File: src/hdl/imab_pkg.sv
package imab_pkg;

    localparam logic [6:0] IndexMax = 7'd88;
    localparam logic [15:0] MinBlockLen = 16'd4;
    localparam logic signed [17:0] PredMax = 18'sd32767;
    localparam logic signed [17:0] PredMin = -18'sd32768;

    localparam logic [14:0] STEP_TABLE [0:88] = '{
        15'd7, 15'd8, 15'd9, 15'd10, 15'd11, 15'd12, 15'd13, 15'd14,
        15'd16, 15'd17, 15'd19, 15'd21, 15'd23, 15'd25, 15'd28, 15'd31,
        15'd34, 15'd37, 15'd41, 15'd45, 15'd50, 15'd55, 15'd60, 15'd66,
        15'd73, 15'd80, 15'd88, 15'd97, 15'd107, 15'd118, 15'd130, 15'd143,
        15'd157, 15'd173, 15'd190, 15'd209, 15'd230, 15'd253, 15'd279, 15'd307,
        15'd337, 15'd371, 15'd408, 15'd449, 15'd494, 15'd544, 15'd598, 15'd658,
        15'd724, 15'd796, 15'd876, 15'd963, 15'd1060, 15'd1166, 15'd1282, 15'd1411,
        15'd1552, 15'd1707, 15'd1878, 15'd2066, 15'd2272, 15'd2499, 15'd2749, 15'd3024,
        15'd3327, 15'd3660, 15'd4026, 15'd4428, 15'd4871, 15'd5358, 15'd5894, 15'd6484,
        15'd7132, 15'd7845, 15'd8630, 15'd9493, 15'd10442, 15'd11487, 15'd12635, 15'd13899,
        15'd15289, 15'd16818, 15'd18500, 15'd20350, 15'd22385, 15'd24623, 15'd27086,
        15'd29794, 15'd32767
    };

    localparam logic signed [4:0] INDEX_MOVE [0:7] = '{
        -5'sd1, -5'sd1, -5'sd1, -5'sd1, 5'sd2, 5'sd4, 5'sd6, 5'sd8
    };

    typedef struct packed {
        logic signed [15:0] sample;
        logic               end_of_block;
        logic               bad_index;
        logic               end_of_run;
    } res_t;

endpackage

File: src/hdl/imab_nibble.sv
module imab_nibble (
    input  logic signed [15:0] pred,
    input  logic [6:0]         idx,
    input  logic [3:0]         code,
    output logic signed [15:0] pred_next,
    output logic [6:0]         idx_next
);
    import imab_pkg::*;

    logic [6:0]         idx_c;
    logic [14:0]        step;
    logic [16:0]        delta;
    logic signed [17:0] sum;
    logic signed [7:0]  ni;

    always_comb
    begin
        idx_c = (idx > IndexMax) ? IndexMax : idx;
        step  = STEP_TABLE[idx_c];
        delta = {2'b00, step >> 3};
        if (code[0])
        begin
            delta = delta + {2'b00, step >> 2};
        end
        if (code[1])
        begin
            delta = delta + {2'b00, step >> 1};
        end
        if (code[2])
        begin
            delta = delta + {2'b00, step};
        end
        if (code[3])
        begin
            sum = {{2{pred[15]}}, pred} - $signed({1'b0, delta});
        end
        else
        begin
            sum = {{2{pred[15]}}, pred} + $signed({1'b0, delta});
        end
        if (sum > PredMax)
        begin
            pred_next = PredMax[15:0];
        end
        else if (sum < PredMin)
        begin
            pred_next = PredMin[15:0];
        end
        else
        begin
            pred_next = sum[15:0];
        end

        ni = $signed({1'b0, idx_c}) + {{3{INDEX_MOVE[code[2:0]][4]}}, INDEX_MOVE[code[2:0]]};
        if (ni < 8'sd0)
        begin
            idx_next = 7'd0;
        end
        else if (ni > $signed({1'b0, IndexMax}))
        begin
            idx_next = IndexMax;
        end
        else
        begin
            idx_next = ni[6:0];
        end
    end

endmodule

File: src/hdl/imab_outbuf.sv
module imab_outbuf (
    input  logic           clk,
    input  logic           rst_n,
    input  logic           load,
    input  logic [1:0]     load_cnt,
    input  imab_pkg::res_t load_r0,
    input  imab_pkg::res_t load_r1,
    input  logic           pop,
    output logic           can_load,
    output logic           head_valid,
    output imab_pkg::res_t head,
    output logic [1:0]     cnt
);
    import imab_pkg::*;

    res_t       s0_reg, s0_next;
    res_t       s1_reg, s1_next;
    logic [1:0] cnt_reg, cnt_next;

    // A new item may enter once the queue is empty or its last result leaves now.
    assign can_load   = (cnt_reg == 2'd0) || ((cnt_reg == 2'd1) && pop);
    assign head_valid = (cnt_reg != 2'd0);
    assign head       = s0_reg;
    assign cnt        = cnt_reg;

    always_comb
    begin
        s0_next  = s0_reg;
        s1_next  = s1_reg;
        cnt_next = cnt_reg;
        if (load)
        begin
            s0_next  = load_r0;
            s1_next  = load_r1;
            cnt_next = load_cnt;
        end
        else if (pop)
        begin
            s0_next  = s1_reg;
            cnt_next = cnt_reg - 2'd1;
        end
    end

    always_ff @(posedge clk or negedge rst_n)
    begin
        if (!rst_n)
        begin
            cnt_reg <= 2'd0;
        end
        else
        begin
            cnt_reg <= cnt_next;
        end
    end

    always_ff @(posedge clk)
    begin
        s0_reg <= s0_next;
        s1_reg <= s1_next;
    end

endmodule

File: src/hdl/ima_adpcm_block_decoder.sv
// Channel   Signals                                              Dir   Width
// in        in_valid, in_ready, data_byte, start_of_stream        in    8 + 1
// out       out_valid, out_ready, sample, end_of_block,           out   16 + 1 + 1 + 1
//           bad_index, end_of_run
// cfg       cfg_valid, cfg_ready, cfg_data (bytes_per_block)      in    16
//
// An item passes an input register, then combinational decode logic (two chained nibble
// updates) writes its results into a two-entry output queue. Header bytes give at most one
// result each, a data byte two; the single output port emits one result a cycle while
// out_ready is high. Reset clears the decoder state and sets block length to 256 bytes.
// Output stalls back up through the queue into the input register and then in_ready.
module ima_adpcm_block_decoder (
    input  logic        clk,
    input  logic        rst_n,
    input  logic        in_valid,
    output logic        in_ready,
    input  logic [7:0]  data_byte,
    input  logic        start_of_stream,
    output logic        out_valid,
    input  logic        out_ready,
    output logic signed [15:0] sample,
    output logic        end_of_block,
    output logic        bad_index,
    output logic        end_of_run,
    input  logic        cfg_valid,
    output logic        cfg_ready,
    input  logic [15:0] cfg_data
);
    import imab_pkg::*;

    logic        ivalid_reg;
    logic [7:0]  idata_reg;
    logic        isos_reg;

    logic [15:0] bpb_reg;
    logic [15:0] pos_reg, pos_next;
    logic signed [15:0] pred_reg, pred_next;
    logic [6:0]  idx_reg, idx_next;
    logic [7:0]  hlow_reg, hlow_next;
    logic        err_reg, err_next;

    logic        take;
    logic        can_load;
    logic        pop;
    logic        head_valid;
    logic [1:0]  qcnt;
    res_t        head;
    res_t        r0, r1;
    logic [1:0]  nres;

    logic [15:0] len;
    logic [15:0] pos_eff;
    logic        err_eff;
    logic        last;

    logic signed [15:0] pred_a, pred_b;
    logic [6:0]  idx_a, idx_b;

    assign cfg_ready = 1'b1;
    assign pop       = head_valid && out_ready;
    assign take      = ivalid_reg && can_load;
    assign in_ready  = !ivalid_reg || can_load;

    assign out_valid    = head_valid;
    assign sample       = head.sample;
    assign end_of_block = head.end_of_block;
    assign bad_index    = head.bad_index;
    assign end_of_run   = head.end_of_run;

    imab_nibble u_nib_lo (
        .pred      (pred_reg),
        .idx       (idx_reg),
        .code      (idata_reg[3:0]),
        .pred_next (pred_a),
        .idx_next  (idx_a)
    );

    imab_nibble u_nib_hi (
        .pred      (pred_a),
        .idx       (idx_a),
        .code      (idata_reg[7:4]),
        .pred_next (pred_b),
        .idx_next  (idx_b)
    );

    always_comb
    begin
        len      = (bpb_reg < MinBlockLen) ? MinBlockLen : bpb_reg;
        pos_eff  = isos_reg ? 16'd0 : pos_reg;
        err_eff  = isos_reg ? 1'b0 : err_reg;
        last     = (pos_eff >= (len - 16'd1));
        pos_next = pos_eff;
        pred_next = pred_reg;
        idx_next = idx_reg;
        hlow_next = hlow_reg;
        err_next = err_eff;
        nres     = 2'd0;
        r0       = '0;
        r1       = '0;
        if (!err_eff)
        begin
            pos_next = last ? 16'd0 : (pos_eff + 16'd1);
            if (pos_eff == 16'd0)
            begin
                hlow_next = idata_reg;
            end
            else if (pos_eff == 16'd1)
            begin
                pred_next = $signed({idata_reg, hlow_reg});
            end
            else if (pos_eff == 16'd2)
            begin
                if (idata_reg > {1'b0, IndexMax})
                begin
                    r0.bad_index  = 1'b1;
                    r0.end_of_run = 1'b1;
                    err_next      = 1'b1;
                    pos_next      = 16'd0;
                end
                else
                begin
                    idx_next        = idata_reg[6:0];
                    r0.sample       = pred_reg;
                    r0.end_of_block = (len <= MinBlockLen);
                    r0.end_of_run   = 1'b1;
                end
                nres = 2'd1;
            end
            else if (pos_eff >= 16'd4)
            begin
                pred_next       = pred_b;
                idx_next        = idx_b;
                r0.sample       = pred_a;
                r1.sample       = pred_b;
                r1.end_of_block = last;
                r1.end_of_run   = 1'b1;
                nres            = 2'd2;
            end
        end
    end

    imab_outbuf u_outbuf (
        .clk        (clk),
        .rst_n      (rst_n),
        .load       (take),
        .load_cnt   (nres),
        .load_r0    (r0),
        .load_r1    (r1),
        .pop        (pop),
        .can_load   (can_load),
        .head_valid (head_valid),
        .head       (head),
        .cnt        (qcnt)
    );

    always_ff @(posedge clk or negedge rst_n)
    begin
        if (!rst_n)
        begin
            ivalid_reg <= 1'b0;
            bpb_reg    <= 16'd256;
            pos_reg    <= 16'd0;
            pred_reg   <= 16'sd0;
            idx_reg    <= 7'd0;
            hlow_reg   <= 8'd0;
            err_reg    <= 1'b0;
        end
        else
        begin
            if (in_valid && in_ready)
            begin
                ivalid_reg <= 1'b1;
            end
            else if (take)
            begin
                ivalid_reg <= 1'b0;
            end
            if (cfg_valid && cfg_ready)
            begin
                bpb_reg <= cfg_data;
            end
            if (take)
            begin
                pos_reg  <= pos_next;
                pred_reg <= pred_next;
                idx_reg  <= idx_next;
                hlow_reg <= hlow_next;
                err_reg  <= err_next;
            end
        end
    end

    always_ff @(posedge clk)
    begin
        if (in_valid && in_ready)
        begin
            idata_reg <= data_byte;
            isos_reg  <= start_of_stream;
        end
    end

`ifndef SYNTHESIS
    a_idx_range: assert property (@(posedge clk) disable iff (!rst_n)
        idx_reg <= IndexMax)
        else $error("step index left its range");

    a_bad_ends_run: assert property (@(posedge clk) disable iff (!rst_n)
        (out_valid && bad_index) |-> (end_of_run && !end_of_block && sample == 16'sd0))
        else $error("error result has wrong flags");

    a_pair_loaded: assert property (@(posedge clk) disable iff (!rst_n)
        (take && nres == 2'd2) |=> (qcnt == 2'd2))
        else $error("data byte did not queue two results");

    a_err_silent: assert property (@(posedge clk) disable iff (!rst_n)
        (take && err_reg && !isos_reg) |=> (qcnt == 2'd0))
        else $error("result produced while error is held");
`endif

endmodule
File: config.mk
export PLATFORM = sky130hd
export DESIGN_NAME = ima_adpcm_block_decoder
export DESIGN_NICKNAME = d
export VERILOG_FILES = /design/src/hdl/imab_pkg.sv /design/src/hdl/imab_nibble.sv /design/src/hdl/imab_outbuf.sv /design/src/hdl/ima_adpcm_block_decoder.sv
export SDC_FILE = /design/constraint.sdc
export NUM_CORES = 1
export LEC_CHECK = 0
export BUFFER_PORTS_ARGS = -buffer_cell sky130_fd_sc_hd__buf_2
export CELL_PAD_IN_SITES_DETAIL_PLACEMENT = 1
export CELL_PAD_IN_SITES_GLOBAL_PLACEMENT = 1
export CORE_MARGIN = 4
export CORE_UTILIZATION = 53
export CTS_BUF_LIST = sky130_fd_sc_hd__clkbuf_4
export CTS_CLUSTER_SIZE = 25
export DETAILED_ROUTE_END_ITERATION = 8
export PLACE_DENSITY_LB_ADDON = 0.1
export SLEW_MARGIN = 20
export SYNTH_ARGS = -nofsm -noshare
export SYNTH_HDL_FRONTEND = slang
export SYNTH_SLANG_ARGS = --single-unit
File: constraint.sdc
create_clock -name clk -period 24.8 [get_ports clk]
set_clock_uncertainty 0.1 [all_clocks]
set_input_delay 4.96 -clock clk [delete_from_list [all_inputs] [get_ports clk]]
set_output_delay 4.96 -clock clk [all_outputs]
set_load 0.05 [all_outputs]
==> results of run 1 <==
-- worst min path at each step --
stage,endpoint,depth (start not counted)
2_1_floorplan,pos_reg[4],1
4_1_cts,hlow_reg[2],1
5_1_grt,u_outbuf.head[7],1
3_5_place_dp,hlow_reg[2],1
6_report,hlow_reg[2],1
3_3_place_gp,hlow_reg[7],1
-- layout make-up --
type                       instances  share of cell area
antenna                            1            0.000134
clock buffer                      17             0.00684
clock inverter                    15             0.00805
inverter                         101              0.0203
multi-input combinational       2014               0.746
sequential                       113               0.164
tap                              442              0.0296
timing repair buffer              80              0.0255
-- placed cells by master, fill, tap and decap left out, drive strengths merged, types with 11 or more instances in the layout --
cell type  netlist  final
and3            24     24
o21bai          21     21
or3             18     18
o31ai           25     25
a21boi          13     13
nor2           207    207
a2111oi         11     11
nand2          198    198
a22o            32     32
mux2i           15     15
edfxtp          46     46
buf             36     80
a211oi          37     37
a211o           11     11
a21oi          194    194
o211ai          47     47
nand2b          44     44
clkinv           9     13
inv             92     99
a31oi           67     67
a22oi           13     13
clkbuf          92     17
xnor2           84     84
a21o            65     65
o221ai          20     20
o22ai           16     16
ha             186    186
nor4            19     19
nor3            61     61
dfrtp           66     66
o21ai          164    164
o311ai          15     15
and2            11     11
or2             17     17
mux2            33     33
xor2            54     54
nand3           48     48
o21a            39     39
nor2b           46     46
-- Yosys cell counts, types with 25 or more instances --
master | instances | area, um2
o31ai_1 | 25 | 188
ha_1 | 186 | 2330
inv_1 | 91 | 342
a22o_1 | 32 | 280
a31oi_1 | 67 | 419
clkbuf_1 | 92 | 345
o21a_1 | 39 | 293
edfxtp_1 | 46 | 1380
mux2_2 | 33 | 372
nor2_1 | 207 | 777
nand2b_1 | 44 | 275
xor2_1 | 54 | 473
nor3_1 | 61 | 305
a21oi_1 | 192 | 961
o21ai_0 | 158 | 791
xnor2_1 | 84 | 736
nor2b_1 | 46 | 288
a21o_1 | 65 | 488
dfrtp_1 | 66 | 1650
o211ai_1 | 45 | 338
nand2_1 | 198 | 743
a211oi_1 | 36 | 270
nand3_1 | 48 | 240
-- per-stage QoR --
stage / std cells / hold WS [ns]
after floorplan: 2356 / 0.372
after CTS: 2782 / 0.434
after global placement: 2750 / 0.394
after detailed placement: 2750 / 0.402
final: 2783 / 0.434
after global routing: 2783 / 0.459
-- metal layers --
metal | GRT usage | part of all wire | vias to the layer above | wire length [um]
li1 | - | - | 8806 | -
met2 | 0.622 | 0.47 | 954 | 32900
met5 | 0 | 0 | - | 0
met1 | 0.495 | 0.42 | 9789 | 29400
met4 | 0.151 | 0.042 | 0 | 2930
met3 | 0.0595 | 0.075 | 220 | 5260
-- worst register-to-register path, delay by kind of cell, from the launching register on --
kind,cells,cell delay (ns)
buf+inv,3,1.23
fa+ha+maj,7,2.81
xor+xnor,4,1.07
simple gates,11,3.46
compound gates,27,8.60
flops,1,0.38
-- cell families after synthesis --
family          synth area share
fa+ha+maj                  0.142
other cells             0.000210
buf+inv                   0.0505
mux                       0.0292
flops                      0.171
xor+xnor                  0.0691
simple gates               0.201
compound gates             0.337
==> results.yml, run 1 <==
logic_synthesis:
  synth_cell_types: 95
  ys_seq_area_frac: 0.171
  syn_inst: 2356
  netlist_area_um2: 17800
  ys_seq_elements: 113
  yosys_most_used_dff: "dfrtp_1"
  synth-edff-count: 46
  syn-num-nets: 2582
  async_flop_share: 0.593
  avgSynthCellArea_um2: 7.58
  yosys_warnings: 0
clock_network:
  cts.repair.resized: 0
  clk_latency_ns: 0.62
  cts_tree: "yes"
  numCtsBuffers: 17
  clockBufferDepth: 2
  htreeDepth: 4
  cts.sinks: 113
  holdBufCountCts: 0
  path_clk_slew_ns: 0.15
  root_buffer: "clkbuf_4"
  postCtsSetupBuffers: 0
final_layout:
  nets: 2553
  syn_to_final_growth_pct: 4.56
  largest_reg_flops: 19
  fin_util: 0.568
  multi_input_area_um2: 13900
  fillCellCount: 4230
  register_area_um2: 3060
  design_area_um2: 18700
  drive_gt1_frac: 0.0829
routing:
  wl_per_cell_um: 25.4
  vias: 19800
  drt_iter0_drc: 2158
  viasPerCell: 7.10
  drtPass1Iterations: 7
  drc: 0
  wirelength_um: 70600
  ant_nets: 0
timing:
  layout_setup_ws_ns: 6.85
  min_period_ns: 17.95
  slew_viol_final: 0
  setup_viol: 0
  tightestPinTransition_ns: 1.14
  fmax_ghz: 0.0557
  relSlewSlack: 0.240
  fin_crit_sh: 0.724
  tns_ns: 0
  rsz0062_at_grt: "false"
  finalHoldViolations: 0
critical_path:
  cp-startpoint: "idx_reg[3]"
  worstSetupEndpointType: "flop"
  endpoint: "u_outbuf.s1_reg[5]"
  reg2reg_from: "idx_reg[3]"
  cp.arrival_ns: 18.15
  timing.rr.end: "u_outbuf.s1_reg[5]"
  critical_path_buf_inv_count: 3
  critPathMaxFanout: 44
  cpMostUsedCell: "ha_1"
  critPathTopFamily: "compound AO/OA/AOI/OAI gates"
  crit_type: "flop to flop"
  cp_data_required_time_ns: 25.00
  r2r_slack_ns: 6.85
  critical_path_depth: 52
  start_kind: "flop"
  slowest_stage: "nor2_1"
  slowest_delay_ns: 0.93
  reg2reg_depth: 52
global_route:
  antenna_found_initial: 1
  grt_overflow: 0
  grt_pass1_vias: 20000
  grt_usage: 0.377
  grt_start_max_net_pins: 68
  grt_pass1_wl_um: 111000
floorplanning:
  core_area_um2: 32900
  die_area_um2: 36700
  rows: 66
  die_height_um: 192
  initial_core_util: 0.543
  io_pins: 52
  die_width_um: 192
place:
  dp_hpwl_um: 52700
  pre_cts_slack_ns: 7.56
  globalplace.congestion: 0.978
  port-buffer-count: 50
  post_dp_cell_area_um2: 18400
worst_hold_path:
  min-delay-path-class: "flop to flop"
  holdCritStartpoint: "hlow_reg[2]"
job:
  maxCapViolations: 0
outcome:
  outcome: "finished, final reports clean"
Power of run 1 is left out: the tool's default activity adds up to more than one toggle a clock period on the data nets, which glitch-free logic cannot reach.
==> run 2, diff against run 1 <==
Settings changed: ABC_AREA set to 1, CORE_UTILIZATION 53 to 43.
Clock period 24.8 ns to 16 ns, I/O delays scaled along.
==> results.yml, run 2 <==
routing:
  wirelength_um: 66200
  drt_iter0_drc: 1311
  drtPass1Iterations: 9
  drc: 2
  wl_per_cell_um: 20.0
  viasPerCell: 5.78
  ant_nets: 0
  vias: 19100
floorplanning:
  rows: 73
  initial_core_util: 0.438
  die_height_um: 210
  die_area_um2: 43900
  io_pins: 52
  core_area_um2: 39900
  die_width_um: 210
logic_synthesis:
  ys_seq_area_frac: 0.175
  syn_inst: 2756
  synth.area.top_cells: "nand2_1 16%, ha_1 13%, dfrtp_1 9.5%"
  synth_common_cells: "745 x nand2_1, 331 x inv_1, 306 x nand3_1"
  avgSynthCellArea_um2: 6.34
  synth_top_area_cell: "nand2_1"
  synth-edff-count: 46
  yosys.area.top_type_share: 0.160
  async_flop_share: 0.593
  synth_cell_types: 70
  ys_seq_elements: 113
  netlist_area_um2: 17500
  syn-num-nets: 2982
  yosys_warnings: 0
  yosysMostFrequentCell: "nand2_1"
  yosys_most_used_dff: "dfrtp_1"
timing:
  fmax_ghz: 0.0674
  setup_viol: 0
  slew_viol_final: 0
  tightestPinTransition_ns: 1.01
  relSlewSlack: 0.326
  rsz0062_at_grt: "false"
  min_period_ns: 14.83
  finalHoldViolations: 0
  tns_ns: 0
  fin_crit_sh: 0.927
global_route:
  grt_use_met3: 0.0338
  grtUsageMet2: 0.474
  antenna_found_initial: 2
  met1_usage: 0.413
  grt_pass1_wl_um: 106000
  grt_start_max_net_pins: 68
  grt_usage: 0.294
  grt_overflow: 0
  grt_busiest_layer: "met2"
  grt_pass1_vias: 19400
worst_hold_path:
  min-delay-path-class: "flop to flop"
clock_network:
  cts.sinks: 113
  cts_tree: "yes"
  root_buffer: "clkbuf_4"
  htreeDepth: 4
  clk_latency_ns: 0.56
  numCtsBuffers: 17
  clockBufferDepth: 2
  path_clk_slew_ns: 0.12
critical_path:
  worstSetupEndpointType: "flop"
  r2r_slack_ns: 1.17
  crit_type: "flop to flop"
  start_kind: "flop"
  slowest_stage: "dfrtp_1"
  cpMostUsedCell: "nand2_1"
  cp.arrival_ns: 15.01
  critPathMaxFanout: 30
  slowest_delay_ns: 0.55
  cp_data_required_time_ns: 16.18
outcome:
  violations: "DRC"
  outcome: "finished with violations"
final_layout:
  multi_input_area_um2: 12600
  drive_gt1_frac: 0.0833
  fillCellCount: 5497
  syn_to_final_growth_pct: 5.85
  nets: 2997
  largest_reg_flops: 19
  register_area_um2: 3060
  final_common_cell: "nand2_1"
  final_cell_mix: "743 x nand2_1, 331 x inv_1, 306 x nand3_1"
place:
  port-buffer-count: 50
  globalplace.congestion: 0.940
  dp_hpwl_um: 52600
job:
  maxCapViolations: 0
## run 2: critical path: cells and delay by family, from the launching register on
family | cells | cell delay, ns
AOI/OAI and AO/OA | 19 | 3.35
xor gates and xnor gates | 4 | 0.80
adders and majority gates | 8 | 2.96
buffers and inverters | 4 | 0.64
DFF | 1 | 0.55
and+or+nand+nor | 39 | 6.12
## run 2: routing by layer
layer  up-vias  routed length (um)  part of all wire
met2       516               29600              0.45
met1      9281               31000              0.47
met5         -                  13           0.00020
li1       9217                   -                 -
met3       116                3470             0.052
met4         2                2080             0.031
## run 2: timing repair
item	4_1_cts	5_1_grt
resized for setup	0	9
buffers inserted	0	7
hold buffers	0	0
setup endpoints to repair	0	30
## run 2: kinds of logic after synthesis
kind of cell | after synthesis | share of synthesized area
xor+xnor | 101 | 0.0507
flops | 113 | 0.175
simple gates | 1403 | 0.358
fa+ha+maj | 196 | 0.145
buf+inv | 438 | 0.103
mux | 3 | 0.00193
other cells | 1 | 0.000215
compound gates | 501 | 0.166
## run 2: layout make-up
cell class,count,share of cell area
multi-input cells,2205,0.684
flip-flops and latches,113,0.166
inverters,355,0.0723
well taps,525,0.0355
repair buffers,79,0.0260
clock inverters,12,0.00860
clock buffers,20,0.00812
diodes,1,0.000135
## run 2: path summary, 6_finish.rpt
kind	startpoint	to	depth (start not counted)
max	idx_reg[5]	u_outbuf.s1_reg[15]	74
max in group asynchronous	rst_n	idx_reg[2]	2
min	hlow_reg[2]	hlow_reg[2]	2
min reg2reg	hlow_reg[2]	hlow_reg[2]	2
max reg2reg	idx_reg[5]	u_outbuf.s1_reg[15]	74
min in group asynchronous	rst_n	ivalid_reg	2
## run 2: per-stage QoR
step / utilization / std cells / cell area, um2 / hold slack (ns) / setup WS (ns)
6_report: 0.463 / 3310 / 18500 / 0.404 / 1.17
5_1_grt: 0.463 / 3310 / 18500 / 0.437 / 0.0154
4_1_cts: 0.461 / 3302 / 18400 / 0.404 / 0.265
3_5_place_dp: 0.453 / 3270 / 18100 / 0.378 / 0.353
3_3_place_gp: 0.453 / 3270 / 18100 / 0.366 / 0.711
2_1_floorplan: - / 2756 / 17500 / 0.346 / 4.33
Power of run 2 is left out for the same reason.
